$ cat src/rtl/ptb_pkg.sv
`default_nettype none
// ----------------------------------------------------------------------------
// Periodic timer bank package
// Shared widths, command codes, controller states and the command and status
// bundles exchanged between the controller and the datapath.
// ----------------------------------------------------------------------------
package ptb_pkg;

	localparam int CMD_W    = 2;
	localparam int ID_W     = 4;
	localparam int DELAY_W  = 32;
	localparam int PERIOD_W = 32;
	localparam int TIME_W   = 48;
	localparam int WAIT_W   = 16;

	localparam logic [WAIT_W-1:0] MAX_WAIT_RESET = 16'd1000;

	localparam logic KIND_EXPIRY  = 1'b0;
	localparam logic KIND_SUMMARY = 1'b1;

	typedef enum logic [CMD_W-1:0] {
		CMD_TICK    = 2'd0,
		CMD_START   = 2'd1,
		CMD_STOP    = 2'd2,
		CMD_TRIGGER = 2'd3
	} cmd_code_t;

	typedef enum logic [2:0] {
		ST_IDLE,
		ST_SCAN,
		ST_EVAL,
		ST_MOD,
		ST_DIV,
		ST_ADV,
		ST_FIRE,
		ST_SUM
	} state_t;

	// Commands from the controller to the datapath.
	typedef struct packed {
		logic apply;
		logic tick;
		logic idx_clr;
		logic idx_inc;
		logic eval;
		logic disarm;
		logic mod_start;
		logic adv;
		logic load_fire;
		logic load_sum;
	} ctl_t;

	// Status from the datapath to the controller.
	typedef struct packed {
		logic armed_cur;
		logic due;
		logic periodic;
		logic idx_last;
		logic mod_busy;
		logic out_free;
	} sts_t;

endpackage
`default_nettype wire

$ cat src/rtl/ptb_cmd_if.sv
`default_nettype none
// ----------------------------------------------------------------------------
// Periodic timer bank request channel
// Valid/ready channel that carries one timer command per request.
// ----------------------------------------------------------------------------
interface ptb_cmd_if;
	logic                           valid;
	logic                           ready;
	logic [ptb_pkg::CMD_W-1:0]      cmd;
	logic [ptb_pkg::ID_W-1:0]       timer_id;
	logic [ptb_pkg::DELAY_W-1:0]    delay_ms;
	logic [ptb_pkg::PERIOD_W-1:0]   period_ms;

	modport source (output valid, cmd, timer_id, delay_ms, period_ms, input ready);
	modport sink (input valid, cmd, timer_id, delay_ms, period_ms, output ready);
endinterface
`default_nettype wire

$ cat src/rtl/ptb_res_if.sv
`default_nettype none
// ----------------------------------------------------------------------------
// Periodic timer bank result channel
// Valid/ready channel that carries expiry reports and the per-tick summary.
// ----------------------------------------------------------------------------
interface ptb_res_if;
	logic                         valid;
	logic                         ready;
	logic                         kind;
	logic [ptb_pkg::ID_W-1:0]     fired_id;
	logic [ptb_pkg::WAIT_W-1:0]   next_ms;
	logic                         last;

	modport source (output valid, kind, fired_id, next_ms, last, input ready);
	modport sink (input valid, kind, fired_id, next_ms, last, output ready);
endinterface
`default_nettype wire

$ cat src/rtl/ptb_ram.sv
`default_nettype none
// ----------------------------------------------------------------------------
// Periodic timer bank RAM
// Simple dual-port RAM: one write port, one read port with registered data.
// ----------------------------------------------------------------------------
module ptb_ram #(
	parameter int WIDTH = 8,
	parameter int DEPTH = 16
) (
	input  wire logic                     clk,
	input  wire logic                     we,
	input  wire logic [$clog2(DEPTH)-1:0] waddr,
	input  wire logic [WIDTH-1:0]         wdata,
	input  wire logic [$clog2(DEPTH)-1:0] raddr,
	output      logic [WIDTH-1:0]         rdata
);

	logic [WIDTH-1:0] mem_q [DEPTH];
	logic [WIDTH-1:0] rdata_q;

	always_ff @(posedge clk) begin
		if (we) begin
			mem_q[waddr] <= wdata;
		end
		rdata_q <= mem_q[raddr];
	end

	assign rdata = rdata_q;

endmodule
`default_nettype wire

$ cat src/rtl/ptb_mod.sv
`default_nettype none
// ----------------------------------------------------------------------------
// Periodic timer bank remainder unit
// Restoring bit-serial remainder of a time difference by a timer period,
// one dividend bit per cycle.
// ----------------------------------------------------------------------------
module ptb_mod (
	input  wire logic                           clk,
	input  wire logic                           arst_n,
	input  wire logic                           start,
	input  wire logic [ptb_pkg::TIME_W-1:0]     dividend,
	input  wire logic [ptb_pkg::PERIOD_W-1:0]   divisor,
	output      logic                           busy,
	output      logic [ptb_pkg::PERIOD_W-1:0]   rem
);

	localparam int STEPS = ptb_pkg::TIME_W;
	localparam int CW    = $clog2(STEPS + 1);
	localparam int PW    = ptb_pkg::PERIOD_W;

	logic          busy_q;
	logic [CW-1:0] cnt_q;
	logic [STEPS-1:0] dvd_q;
	logic [PW-1:0] rem_q;
	logic [PW:0]   trial;
	logic [PW:0]   trial_sub;
	logic [PW-1:0] rem_next;

	assign trial     = {rem_q, dvd_q[STEPS-1]};
	assign trial_sub = trial - {1'b0, divisor};

	always_comb begin
		if (trial >= {1'b0, divisor}) begin
			rem_next = trial_sub[PW-1:0];
		end else begin
			rem_next = trial[PW-1:0];
		end
	end

	always_ff @(posedge clk or negedge arst_n) begin
		if (!arst_n) begin
			busy_q <= 1'b0;
			cnt_q  <= '0;
		end else if (start) begin
			busy_q <= 1'b1;
			cnt_q  <= CW'(STEPS);
		end else if (busy_q) begin
			cnt_q <= cnt_q - 1'b1;
			if (cnt_q == CW'(1)) begin
				busy_q <= 1'b0;
			end
		end
	end

	always_ff @(posedge clk) begin
		if (start) begin
			dvd_q <= dividend;
			rem_q <= '0;
		end else if (busy_q) begin
			dvd_q <= {dvd_q[STEPS-2:0], 1'b0};
			rem_q <= rem_next;
		end
	end

	assign busy = busy_q;
	assign rem  = rem_q;

	// A finished remainder is always reduced below the period.
	assert property (@(posedge clk) disable iff (!arst_n)
		$fell(busy_q) |-> (rem_q < divisor))
		else $error("remainder not reduced below divisor");

endmodule
`default_nettype wire

$ cat src/rtl/ptb_dp.sv
`default_nettype none
// ----------------------------------------------------------------------------
// Periodic timer bank datapath
// Time base, deadline and period memories, armed bits, scan index, wait
// minimum, remainder unit and the result output register.
// ----------------------------------------------------------------------------
module ptb_dp #(
	parameter int NUM_TIMERS = 16
) (
	input  wire logic                           clk,
	input  wire logic                           arst_n,
	input  wire ptb_pkg::ctl_t                  ctl,
	output      ptb_pkg::sts_t                  sts,
	input  wire logic [ptb_pkg::CMD_W-1:0]      cmd,
	input  wire logic [ptb_pkg::ID_W-1:0]       timer_id,
	input  wire logic [ptb_pkg::DELAY_W-1:0]    delay_ms,
	input  wire logic [ptb_pkg::PERIOD_W-1:0]   period_ms,
	input  wire logic                           cfg_we,
	input  wire logic [ptb_pkg::WAIT_W-1:0]     cfg_wdata,
	input  wire logic                           res_ready,
	output      logic                           res_valid,
	output      logic                           kind,
	output      logic [ptb_pkg::ID_W-1:0]       fired_id,
	output      logic [ptb_pkg::WAIT_W-1:0]     next_ms,
	output      logic                           last
);

	localparam int AW = $clog2(NUM_TIMERS);
	localparam int TW = ptb_pkg::TIME_W;
	localparam int PW = ptb_pkg::PERIOD_W;
	localparam int WW = ptb_pkg::WAIT_W;

	logic [TW-1:0]         now_q;
	logic [WW-1:0]         max_wait_q;
	logic [WW-1:0]         wait_q;
	logic [NUM_TIMERS-1:0] armed_q;
	logic [AW-1:0]         idx_q;
	logic                  res_valid_q;

	logic [TW-1:0] diff_q;
	logic          diff_zero_q;
	logic [PW-1:0] p_q;
	logic [PW-1:0] off_q;
	logic          kind_q;
	logic [ptb_pkg::ID_W-1:0] fired_q;
	logic [WW-1:0] next_q;
	logic          last_q;

	logic [AW-1:0] cmd_addr;
	logic          id_ok;
	logic          dl_we;
	logic [AW-1:0] dl_waddr;
	logic [TW-1:0] dl_wdata;
	logic [TW-1:0] dl_rdata;
	logic          pr_we;
	logic [PW-1:0] pr_rdata;

	logic [TW:0]   ahead;
	logic [TW-1:0] behind;
	logic          not_due;
	logic          near_ahead;
	logic [PW-1:0] rem;
	logic          mod_busy;
	logic [PW-1:0] off_d;
	logic [TW:0]   adv_sum;
	logic          near_off;
	logic          out_free;

	assign cmd_addr = AW'(timer_id);
	assign id_ok    = 32'(timer_id) < 32'(NUM_TIMERS);

	// Deadline write port serves start and trigger when idle and the periodic
	// advance during a scan.
	always_comb begin
		dl_we    = 1'b0;
		dl_waddr = idx_q;
		dl_wdata = adv_sum[TW-1:0];
		pr_we    = 1'b0;
		if (ctl.apply && id_ok) begin
			case (ptb_pkg::cmd_code_t'(cmd))
				ptb_pkg::CMD_START: begin
					dl_we    = 1'b1;
					dl_waddr = cmd_addr;
					dl_wdata = now_q + TW'(delay_ms);
					pr_we    = 1'b1;
				end
				ptb_pkg::CMD_TRIGGER: begin
					dl_we    = armed_q[cmd_addr];
					dl_waddr = cmd_addr;
					dl_wdata = now_q;
				end
				default: begin
					dl_we = 1'b0;
				end
			endcase
		end else if (ctl.adv) begin
			dl_we = 1'b1;
		end
	end

	ptb_ram #(.WIDTH(TW), .DEPTH(NUM_TIMERS)) u_dl_ram (
		.clk   (clk),
		.we    (dl_we),
		.waddr (dl_waddr),
		.wdata (dl_wdata),
		.raddr (idx_q),
		.rdata (dl_rdata)
	);

	ptb_ram #(.WIDTH(PW), .DEPTH(NUM_TIMERS)) u_pr_ram (
		.clk   (clk),
		.we    (pr_we),
		.waddr (cmd_addr),
		.wdata (period_ms),
		.raddr (idx_q),
		.rdata (pr_rdata)
	);

	ptb_mod u_mod (
		.clk      (clk),
		.arst_n   (arst_n),
		.start    (ctl.mod_start),
		.dividend (diff_q),
		.divisor  (p_q),
		.busy     (mod_busy),
		.rem      (rem)
	);

	// A deadline is due when it is not after the current time.
	assign ahead      = {1'b0, dl_rdata} - {1'b0, now_q};
	assign behind     = now_q - dl_rdata;
	assign not_due    = !ahead[TW] && (ahead[TW-1:0] != '0);
	assign near_ahead = (ahead[TW-1:WW] == '0) && (ahead[WW-1:0] < wait_q);

	// Offset of the advanced deadline from now: a full period when the timer
	// is exactly due, otherwise up to the next period boundary.
	always_comb begin
		if (diff_zero_q) begin
			off_d = p_q;
		end else if (rem == '0) begin
			off_d = '0;
		end else begin
			off_d = p_q - rem;
		end
	end

	// A carry out means the new deadline wrapped below now and is ignored
	// for the wait.
	assign adv_sum  = {1'b0, now_q} + (TW + 1)'(off_q);
	assign near_off = !adv_sum[TW] && (off_q[PW-1:WW] == '0) && (off_q[WW-1:0] < wait_q);

	assign out_free = !res_valid_q || res_ready;

	always_ff @(posedge clk or negedge arst_n) begin
		if (!arst_n) begin
			now_q       <= '0;
			max_wait_q  <= ptb_pkg::MAX_WAIT_RESET;
			wait_q      <= '0;
			armed_q     <= '0;
			idx_q       <= '0;
			res_valid_q <= 1'b0;
		end else begin
			if (cfg_we) begin
				max_wait_q <= cfg_wdata;
			end
			if (ctl.tick) begin
				now_q  <= now_q + 1'b1;
				wait_q <= max_wait_q;
			end else if (ctl.eval && not_due && near_ahead) begin
				wait_q <= ahead[WW-1:0];
			end else if (ctl.adv && near_off) begin
				wait_q <= off_q[WW-1:0];
			end
			if (ctl.apply && id_ok) begin
				if (cmd == ptb_pkg::CMD_START) begin
					armed_q[cmd_addr] <= 1'b1;
				end else if (cmd == ptb_pkg::CMD_STOP) begin
					armed_q[cmd_addr] <= 1'b0;
				end
			end else if (ctl.disarm) begin
				armed_q[idx_q] <= 1'b0;
			end
			if (ctl.idx_clr) begin
				idx_q <= '0;
			end else if (ctl.idx_inc) begin
				idx_q <= idx_q + 1'b1;
			end
			if (ctl.load_fire || ctl.load_sum) begin
				res_valid_q <= 1'b1;
			end else if (res_ready) begin
				res_valid_q <= 1'b0;
			end
		end
	end

	always_ff @(posedge clk) begin
		if (ctl.eval) begin
			diff_q      <= behind;
			diff_zero_q <= (dl_rdata == now_q);
			p_q         <= pr_rdata;
		end
		off_q <= off_d;
		if (ctl.load_fire) begin
			kind_q  <= ptb_pkg::KIND_EXPIRY;
			fired_q <= ptb_pkg::ID_W'(idx_q);
			next_q  <= '0;
			last_q  <= 1'b0;
		end else if (ctl.load_sum) begin
			kind_q  <= ptb_pkg::KIND_SUMMARY;
			fired_q <= '0;
			next_q  <= wait_q;
			last_q  <= 1'b1;
		end
	end

	assign sts.armed_cur = armed_q[idx_q];
	assign sts.due       = !not_due;
	assign sts.periodic  = (pr_rdata != '0);
	assign sts.idx_last  = (idx_q == AW'(NUM_TIMERS - 1));
	assign sts.mod_busy  = mod_busy;
	assign sts.out_free  = out_free;

	assign res_valid = res_valid_q;
	assign kind      = kind_q;
	assign fired_id  = fired_q;
	assign next_ms   = next_q;
	assign last      = last_q;

	// A result is loaded only into a free output register.
	assert property (@(posedge clk) disable iff (!arst_n)
		(ctl.load_fire || ctl.load_sum) |-> out_free)
		else $error("result loaded over a pending result");

	// Only periodic timers reach the deadline advance.
	assert property (@(posedge clk) disable iff (!arst_n)
		ctl.adv |-> (p_q != '0))
		else $error("deadline advance with zero period");

endmodule
`default_nettype wire

$ cat src/rtl/ptb_ctrl.sv
`default_nettype none
// ----------------------------------------------------------------------------
// Periodic timer bank controller
// Accepts requests, sequences the per-timer scan of a tick and emits the
// expiry reports and the closing summary.
// ----------------------------------------------------------------------------
module ptb_ctrl (
	input  wire logic                       clk,
	input  wire logic                       arst_n,
	input  wire logic                       req_valid,
	input  wire logic [ptb_pkg::CMD_W-1:0]  req_cmd,
	output      logic                       req_ready,
	input  wire ptb_pkg::sts_t              sts,
	output      ptb_pkg::ctl_t              ctl
);

	ptb_pkg::state_t state_q;
	ptb_pkg::state_t state_d;

	always_ff @(posedge clk or negedge arst_n) begin
		if (!arst_n) begin
			state_q <= ptb_pkg::ST_IDLE;
		end else begin
			state_q <= state_d;
		end
	end

	always_comb begin
		state_d   = state_q;
		ctl       = '0;
		req_ready = 1'b0;
		case (state_q)
			ptb_pkg::ST_IDLE: begin
				req_ready = 1'b1;
				if (req_valid) begin
					if (req_cmd == ptb_pkg::CMD_TICK) begin
						ctl.tick    = 1'b1;
						ctl.idx_clr = 1'b1;
						state_d     = ptb_pkg::ST_SCAN;
					end else begin
						ctl.apply = 1'b1;
					end
				end
			end
			ptb_pkg::ST_SCAN: begin
				if (sts.armed_cur) begin
					state_d = ptb_pkg::ST_EVAL;
				end else if (sts.idx_last) begin
					state_d = ptb_pkg::ST_SUM;
				end else begin
					ctl.idx_inc = 1'b1;
				end
			end
			ptb_pkg::ST_EVAL: begin
				ctl.eval = 1'b1;
				if (!sts.due) begin
					if (sts.idx_last) begin
						state_d = ptb_pkg::ST_SUM;
					end else begin
						ctl.idx_inc = 1'b1;
						state_d     = ptb_pkg::ST_SCAN;
					end
				end else if (sts.periodic) begin
					state_d = ptb_pkg::ST_MOD;
				end else begin
					ctl.disarm = 1'b1;
					state_d    = ptb_pkg::ST_FIRE;
				end
			end
			ptb_pkg::ST_MOD: begin
				ctl.mod_start = 1'b1;
				state_d       = ptb_pkg::ST_DIV;
			end
			ptb_pkg::ST_DIV: begin
				if (!sts.mod_busy) begin
					state_d = ptb_pkg::ST_ADV;
				end
			end
			ptb_pkg::ST_ADV: begin
				ctl.adv = 1'b1;
				state_d = ptb_pkg::ST_FIRE;
			end
			ptb_pkg::ST_FIRE: begin
				if (sts.out_free) begin
					ctl.load_fire = 1'b1;
					if (sts.idx_last) begin
						state_d = ptb_pkg::ST_SUM;
					end else begin
						ctl.idx_inc = 1'b1;
						state_d     = ptb_pkg::ST_SCAN;
					end
				end
			end
			ptb_pkg::ST_SUM: begin
				if (sts.out_free) begin
					ctl.load_sum = 1'b1;
					state_d      = ptb_pkg::ST_IDLE;
				end
			end
			default: begin
				state_d = ptb_pkg::ST_IDLE;
			end
		endcase
	end

	// Evaluation only ever looks at a timer that is armed.
	assert property (@(posedge clk) disable iff (!arst_n)
		(state_q == ptb_pkg::ST_EVAL) |-> sts.armed_cur)
		else $error("evaluating a disarmed timer");

	// The advance uses a finished remainder straight after the wait.
	assert property (@(posedge clk) disable iff (!arst_n)
		(state_q == ptb_pkg::ST_ADV) |->
			(!sts.mod_busy && ($past(state_q) == ptb_pkg::ST_DIV)))
		else $error("advance without finished remainder");

endmodule
`default_nettype wire

$ cat src/rtl/periodic_timer_bank_unit.sv
`default_nettype none
// ----------------------------------------------------------------------------
// Periodic timer bank
// A bank of NUM_TIMERS millisecond timers with one-shot and periodic modes.
// ----------------------------------------------------------------------------
// Start, stop and trigger requests give no result. A tick advances the time
// base and scans the timers one at a time, giving one expiry report per due
// timer and then a summary with the capped wait until the nearest deadline.
// Each expiring periodic timer passes through the 48-step bit-serial remainder
// unit that finds the next period boundary, and the scan waits while the
// result channel holds back.
// Deadlines and periods live in two RAMs read one timer per cycle.
module periodic_timer_bank_unit #(
	parameter int NUM_TIMERS = 16
) (
	input  wire logic                        clk,
	input  wire logic                        arst_n,
	ptb_cmd_if.sink                          cmd_ch,
	ptb_res_if.source                        res_ch,
	input  wire logic                        cfg_we,
	input  wire logic [ptb_pkg::WAIT_W-1:0]  cfg_wdata
);

	ptb_pkg::ctl_t ctl;
	ptb_pkg::sts_t sts;

	ptb_ctrl u_ctrl (
		.clk       (clk),
		.arst_n    (arst_n),
		.req_valid (cmd_ch.valid),
		.req_cmd   (cmd_ch.cmd),
		.req_ready (cmd_ch.ready),
		.sts       (sts),
		.ctl       (ctl)
	);

	ptb_dp #(.NUM_TIMERS(NUM_TIMERS)) u_dp (
		.clk       (clk),
		.arst_n    (arst_n),
		.ctl       (ctl),
		.sts       (sts),
		.cmd       (cmd_ch.cmd),
		.timer_id  (cmd_ch.timer_id),
		.delay_ms  (cmd_ch.delay_ms),
		.period_ms (cmd_ch.period_ms),
		.cfg_we    (cfg_we),
		.cfg_wdata (cfg_wdata),
		.res_ready (res_ch.ready),
		.res_valid (res_ch.valid),
		.kind      (res_ch.kind),
		.fired_id  (res_ch.fired_id),
		.next_ms   (res_ch.next_ms),
		.last      (res_ch.last)
	);

endmodule
`default_nettype wire

$ cat src/flat_wrapper.sv
// flat-port wrapper written by rule: the top's interface ports become plain ports
module periodic_timer_bank_unit_flat 
#(
	parameter int NUM_TIMERS = 16
)
  (clk, arst_n, cfg_we, cfg_wdata, cmd_ch_valid, cmd_ch_cmd, cmd_ch_timer_id, cmd_ch_delay_ms, cmd_ch_period_ms, cmd_ch_ready, res_ch_valid, res_ch_kind, res_ch_fired_id, res_ch_next_ms, res_ch_last, res_ch_ready);
  ptb_cmd_if cmd_ch_i ();
  ptb_res_if res_ch_i ();
  input  wire logic clk;
  input  wire logic arst_n;
  input  wire logic cfg_we;
  input  wire logic [ptb_pkg::WAIT_W-1:0] cfg_wdata;
  input wire logic [$bits(cmd_ch_i.valid)-1:0] cmd_ch_valid;
  input wire logic [$bits(cmd_ch_i.cmd)-1:0] cmd_ch_cmd;
  input wire logic [$bits(cmd_ch_i.timer_id)-1:0] cmd_ch_timer_id;
  input wire logic [$bits(cmd_ch_i.delay_ms)-1:0] cmd_ch_delay_ms;
  input wire logic [$bits(cmd_ch_i.period_ms)-1:0] cmd_ch_period_ms;
  output wire logic [$bits(cmd_ch_i.ready)-1:0] cmd_ch_ready;
  output wire logic [$bits(res_ch_i.valid)-1:0] res_ch_valid;
  output wire logic [$bits(res_ch_i.kind)-1:0] res_ch_kind;
  output wire logic [$bits(res_ch_i.fired_id)-1:0] res_ch_fired_id;
  output wire logic [$bits(res_ch_i.next_ms)-1:0] res_ch_next_ms;
  output wire logic [$bits(res_ch_i.last)-1:0] res_ch_last;
  input wire logic [$bits(res_ch_i.ready)-1:0] res_ch_ready;
  assign cmd_ch_i.valid = cmd_ch_valid;
  assign cmd_ch_i.cmd = cmd_ch_cmd;
  assign cmd_ch_i.timer_id = cmd_ch_timer_id;
  assign cmd_ch_i.delay_ms = cmd_ch_delay_ms;
  assign cmd_ch_i.period_ms = cmd_ch_period_ms;
  assign cmd_ch_ready = cmd_ch_i.ready;
  assign res_ch_valid = res_ch_i.valid;
  assign res_ch_kind = res_ch_i.kind;
  assign res_ch_fired_id = res_ch_i.fired_id;
  assign res_ch_next_ms = res_ch_i.next_ms;
  assign res_ch_last = res_ch_i.last;
  assign res_ch_i.ready = res_ch_ready;
  periodic_timer_bank_unit #(.NUM_TIMERS(NUM_TIMERS)) u_core (.clk(clk), .arst_n(arst_n), .cmd_ch(cmd_ch_i), .res_ch(res_ch_i), .cfg_we(cfg_we), .cfg_wdata(cfg_wdata));
endmodule
$ cat config.mk
export PLATFORM = sky130hd
export DESIGN_NAME = periodic_timer_bank_unit_flat
export DESIGN_NICKNAME = d
export VERILOG_FILES = /design/src/rtl/ptb_pkg.sv /design/src/rtl/ptb_cmd_if.sv /design/src/rtl/ptb_res_if.sv /design/src/rtl/ptb_ram.sv /design/src/rtl/ptb_mod.sv /design/src/rtl/ptb_dp.sv /design/src/rtl/ptb_ctrl.sv /design/src/rtl/periodic_timer_bank_unit.sv /design/src/flat_wrapper.sv
export SDC_FILE = /design/constraint.sdc
export NUM_CORES = 2
export LEC_CHECK = 0
export ABC_CLOCK_PERIOD_IN_PS = 7850
export BUFFER_PORTS_ARGS = -buffer_cell sky130_fd_sc_hd__buf_2
export CAP_MARGIN = 30
export CORE_UTILIZATION = 63
export DETAILED_ROUTE_END_ITERATION = 7
export GPL_TIMING_DRIVEN = 0
export PLACE_DENSITY_LB_ADDON = 0.25
export SLEW_MARGIN = 20
export SYNTH_ARGS = -nofsm -noshare
export SYNTH_HDL_FRONTEND = slang
export SYNTH_HIERARCHICAL = 1
export SYNTH_SLANG_ARGS = --single-unit
$ cat constraint.sdc
create_clock -name clk -period 7.85 [get_ports clk]
set_clock_uncertainty 0.15 [all_clocks]
set_input_delay 0.3925 -clock clk [delete_from_list [all_inputs] [get_ports clk]]
set_output_delay 0.3925 -clock clk [all_outputs]
set_load 0.005 [all_outputs]
Yosys cells after proc, flatten, opt, wreduce, memory -nomap -nowiden
Memories as Yosys holds them, arrays and structs flattened. A register that Yosys moved wholly into a read port is not among the register bits.
Cells that the tools add are included.
{"block": "classes", "n_reduce_logical": 30, "eq_ne": 20, "n_addsub": 9, "muxes": 73, "n_lt_le_gt_ge": 7, "bitwise_logic": 5}
{"cell": "2-to-1 mux 48 bit", "count": 3}
{"cell": "2-to-1 mux 16 bit", "count": 7}
{"cell": "2-to-1 mux 32 bit", "count": 3}
{"cell": "case mux 48 bit (2 select lines)", "count": 1}
{"cell": "zero test 32 bit", "count": 2}
{"cell": "subtractor 32 bit", "count": 2}
{"cell": "adder 48 x 32 -> 49 bit", "count": 1}
{"cell": "subtractor 48 x 48 -> 49 bit", "count": 1}
{"cell": "adder 48 x 1 -> 48 bit, second input constant", "count": 1}
{"cell": "adder 48 x 32 -> 48 bit", "count": 1}
{"cell": "equality test 48 bit", "count": 1}
{"cell": "nonzero test 48 bit", "count": 1}
{"cell": "subtractor 48 bit", "count": 1}
{"cell": "2-to-1 mux 3 bit", "count": 12}
{"cell": ">= comparator 33 x 32 -> 1 bit", "count": 1}
{"cell": "bitwise AND 16 bit", "count": 2}
{"cell": "< comparator 16 bit", "count": 2}
{"cell": "NOT 16 bit", "count": 2}
{"cell": "nonzero test 32 bit", "count": 1}
{"cell": "2-to-1 mux 1 bit", "count": 30}
{"cell": "2-to-1 mux 4 bit", "count": 6}
{"cell": "case mux 3 bit (8 select lines)", "count": 1}
{"cell": "zero test 16 bit", "count": 1}
{"cell": "bitwise OR 16 bit", "count": 1}
{"cell": "30 further kinds", "count": 60}
{"block": "word_totals", "mem_bits_rw": 1280, "regBits": 325, "n_memories": 2, "elab_cells": 164, "inputBits": 91, "out_inout_bits": 24}
{"memory": "u_core.u_dp.u_dl_ram.mem_q", "depth": 16, "width": 48, "rd": 1, "rd_ports_with_merged_regs": 1, "wr": 1, "line": "ptb_ram.sv:18", "text": "logic [WIDTH-1:0] mem_q [DEPTH];"}
{"memory": "u_core.u_dp.u_pr_ram.mem_q", "depth": 16, "width": 32, "rd": 1, "rd_ports_with_merged_regs": 1, "wr": 1, "line": "ptb_ram.sv:18"}

Depth between registers and ports, before layout
{"block": "logic_depth", "ltp_word": 9, "depth_mapped": 22, "mapped_depth_nobuf": 21}

Cells and area by module
The synthesis kept the hierarchy.
{"mod": "ptb_ram (u_core.u_dp.u_dl_ram)", "cells_per_inst": 1242, "seq_area_each_um2": 24023.0, "n_inst": 1, "area_per_inst_um2": 29694.7}
{"mod": "ptb_dp", "cells_per_inst": 2565, "seq_area_each_um2": 6068.3, "n_inst": 1, "area_per_inst_um2": 21538.2}
{"mod": "ptb_ram (u_core.u_dp.u_pr_ram)", "cells_per_inst": 838, "seq_area_each_um2": 16015.4, "n_inst": 1, "area_per_inst_um2": 19835.3}
{"mod": "ptb_mod", "cells_per_inst": 561, "seq_area_each_um2": 2257.2, "n_inst": 1, "area_per_inst_um2": 5639.2}
{"mod": "ptb_ctrl", "cells_per_inst": 50, "seq_area_each_um2": 75.1, "n_inst": 1, "area_per_inst_um2": 395.4}

Worst setup path before layout
OpenSTA, ideal clock, no wires.
{"block": "synth_path", "path_type": "register -> register", "startpoint": "reg u_core.u_ctrl.state_q[2]", "endpoint": "mem u_core/u_dp/u_dl_ram/mem_q[0][0] (netlist bit) (enable)", "path_stages_with_launch": 11, "arrival_ps": 5479, "path_buffers": 2, "synth_period_minus_slack_ps": 6142, "setup_time_ps": 513, "path_slack_ps": 1708, "t_required_ps": 7187, "cell_sequence": "dfrtp_1 -> nor3_2 -> nand2_1 -> nor2_1 -> clkbuf_1 -> nand2_1 -> clkbuf_1 -> nand2_1 -> nand2_1 -> or3b_2 -> nor3_1"}
{"element": "start: declaration", "line": "ptb_ctrl.sv:17", "text": "ptb_pkg::state_t state_q;"}
{"element": "start signal: assignment", "line": "ptb_ctrl.sv:22", "text": "state_q <= ptb_pkg::ST_IDLE;"}
{"element": "start signal: assignment", "line": "ptb_ctrl.sv:24", "text": "state_q <= state_d;"}
{"element": "end: declaration", "line": "ptb_ram.sv:18"}

==> flow_summary_export.csv <==
group,metric,value,unit
run_status,outcome,"finished clean",
cells_and_area,fin_nets,6092,
setup_path,r2r_cells,19,
synth,async_reset_ff_share,6.59,%
cells_and_area,fin_area,0.0882,sq mm
synth,syn_area,0.0771,sq mm
setup_path,worstPathArrival,7.03,ns
floorplan,die_x,352,um
synth,synth_common_cells,"1413 x edfxtp_1, 330 x mux4_2, 304 x nand2_1",
synth,ys_seq_area_share,62.8,%
clock_tree,htree_num_levels,4,
global_route,grt_util_all_layers,37.2,%
global_route,antenna_found_initial,17,
route,wl_per_cell,30.5,um
clock_tree,clk_latency,0.82,ns
setup_path,regToRegStartpoint,"u_core/u_dp/now_q[34]",
global_route,grt-busiest-layer,"met2",
route,ant_nets,0,
synth,yosys.area.top_type,"edfxtp_1",
cells_and_area,fill_cells,7339,
route,drc_errors,0,
global_route,overflow,0,
floorplan,ios,115,
power_and_ir_drop,peakVddDrop,266,uV
place,dp_slack,1.54,ns
floorplan,die_y,352,um
power_and_ir_drop,leakage,31.1,nW
synth,syn-num-nets,5612,
worst_hold_path,hold_depth,2,
sta,rsz0062_at_grt,"false",
route,drt_iter0_drc,7331,
clock_tree,tritoncts,"built",
setup_path,crit_start,"u_core/u_dp/now_q[34]",
setup_path,cp.required,8.37,ns
synth,syn_inst,5256,
floorplan,core,0.121,sq mm
setup_path,rrSetupSlack,1.34,ns
synth,synth-seq-cells,1685,
power_and_ir_drop,p_per_area,396,mW/mm^2
setup_path,worst-setup-path-type,"register to register",
global_route,use_met2,59.2,%
sta,worst_pin_slew,1.08,ns
clock_tree,root_buffer,"clkbuf_16",
clock_tree,postCtsSetupBuffers,0,
sta,hold_viol_final,0,
synth,synth_cell_types,112,
floorplan,die_area,0.124,sq mm
route,vias,50891,
sta,period_share,83.0,%
route,routed_via_density,6.79,
sta,hold_ws,0.0810,ns
clock_tree,clk_pin_slew,0.07,ns
place,placed_area,0.0820,sq mm
floorplan,start_util,63.9,%
sta,max-slew-margin-rel,27.6,%
setup_path,start_kind,"register",
worst_hold_path,hp-class,"input port to register",
sta,setup_ws,1.34,ns
global_route,grt_max_degree,77,
synth,ys_warn_count,6,
synth,yosys-top-cells-area,"edfxtp_1 55%, mux4_2 9.6%, ha_1 4.2%",
sta,drv_slew,0,
synth,synth_edf_count,1413,
clock_tree,cts_buffers,164,
power_and_ir_drop,power.total,0.0350,W
cells_and_area,area_growth,14.4,%
sta,min_period,6.51,ns
clock_tree,cts_buffer_depth,3,
synth,synthFlopType,"edfxtp_1",
global_route,met3_usage,7.87,%
place,hpwl,155,mm
route,wl,228,mm
place,gp_congestion,0.989,
worst_hold_path,hold_path.startpoint,"cmd_ch_timer_id[1]",
place,portBuffers,113,
global_route,grt_pass1_wl,330,mm
clock_tree,cts_sinks,1685,
sta,timing.fmax,154,MHz
synth,yosysMostFrequentCell,"edfxtp_1",
sta,finalSetupViolations,0,
floorplan,rows,127,
synth,syn_area_per_cell,14.7,sq um
global_route,grt_pass1_vias,50598,
setup_path,cp-end-kind,"register",
global_route,grt.met1_usage,49.6,%
route,dr.pass1.iters,6,
flow_run,cap_violations,0,
setup_path,path_max_fanout,10,
cells_and_area,drive_gt1_share,18.7,%
clock_tree,cts_resized,0,
synth,synth_top_area_share,55.0,%
==> repair_timing <==
action | in CTS | in global routing
endpoints found under the setup margin | 0 | 0
hold buffers | 62 | 0
endpoints found under the hold margin | 639 | 0
==> worst paths after layout <==
kind                                                      endpoint
worst max-delay path                                      register
worst min-delay path            u_core/u_dp/u_pr_ram/mem_q[12][10]
worst max register to register                            register
worst min register to register                 u_core/u_dp/p_q[28]
max in group asynchronous                                async pin
min in group asynchronous                    u_core/u_dp/now_q[24]
==> power breakdown <==
part	total [W]	internal (W)	switching, W
registers	0.0127	0.0118	0.000951
clock network	0.00803	0.00448	0.00355
logic	0.0142	0.00543	0.00878
==> final cells by class <==
class / count / area, sq um / area share (%)
Antenna cell: 10 / 25.0 / 0.0284
Sequential cell: 1685 / 48400 / 54.9
Clock buffer: 198 / 4370 / 4.95
Clock inverter: 108 / 1100 / 1.25
Timing Repair Buffer: 314 / 3250 / 3.69
Buffer: 240 / 1170 / 1.33
Tap cell: 1612 / 2020 / 2.29
Multi-Input combinational cell: 3092 / 26900 / 30.5
Inverter: 239 / 897 / 1.02
==> sequential cells by signal (all words and copies together) (netlist names), 32 cells and up, named ones only <==
name,count
u_core/u_dp/off_q,32
u_core/u_dp/u_pr_ram/rdata,32
u_core/u_dp/u_pr_ram/mem_q,512
u_core/u_dp/p_q,32
u_core/u_dp/u_mod/rem,32
u_core/u_dp/now_q,48
u_core/u_dp/u_dl_ram/rdata,48
u_core/u_dp/u_dl_ram/mem_q,768
u_core/u_dp/diff_q,48
u_core/u_dp/u_mod/dvd_q,48
==> layout by cell type (no fill, tap or decap), types with 161 or more instances in the layout <==
cell and n:
edfxtp_1 1413, mux4_2 330, nand2_1 304, ha_1 259, a21oi_1 251, inv_1 237
nor2_1 236, o21ai_0 187, a22oi_1 173, xnor2_1 170, clkbuf_16 167, dfxtp_1 161
==> cell families after synthesis <==
group                      after synthesis  share of synthesized area (%)
AOI/OAI and AO/OA                     1106                           9.56
xor gates and xnor gates               250                           2.84
adders and majority gates              265                           4.36
buffers and inverters                  479                           2.68
DFF                                   1685                           62.8
muxes                                  439                           11.2
and+or+nand+nor                       1032                           6.58
==> layer usage <==
layer / up-vias / share of wire [%] / routed length, um
li1: 21407 / - / -
met1: 25347 / 37 / 84300
met2: 3439 / 47 / 108000
met3: 686 / 11 / 25500
met4: 12 / 4.8 / 11000
met5: - / 0.033 / 75
==> metrics by stage <==
step	TNS, ns	std cells	utilization, %
after global placement	-637.24	6981	66.1
after CTS	0	7480	73.0
after global routing	0	7490	73.1
after detailed placement	0	7112	68.0
after floorplan	0	5256	-
final	0	7498	73.1
==> critical path, stage by stage (launching register included) <==
cell and delay [ns]:
dfrtp_1 0.36, clkbuf_1 0.37, inv_1 0.21, ha_1 0.39, buf_1 0.27, a21oi_1 0.53
o21a_1 0.22, nor2_1 0.05, or4b_2 0.60, a21oi_1 0.20, nor3_1 0.08, a311oi_1 0.27
nand3_1 0.61, or3_1 0.66, nand2_1 0.20, and3_1 0.21, o21ai_0 0.29, clkbuf_1 0.31
o21ai_0 0.25, o21ai_0 0.12
No activity file was read; power rests on OpenSTA's default activity.
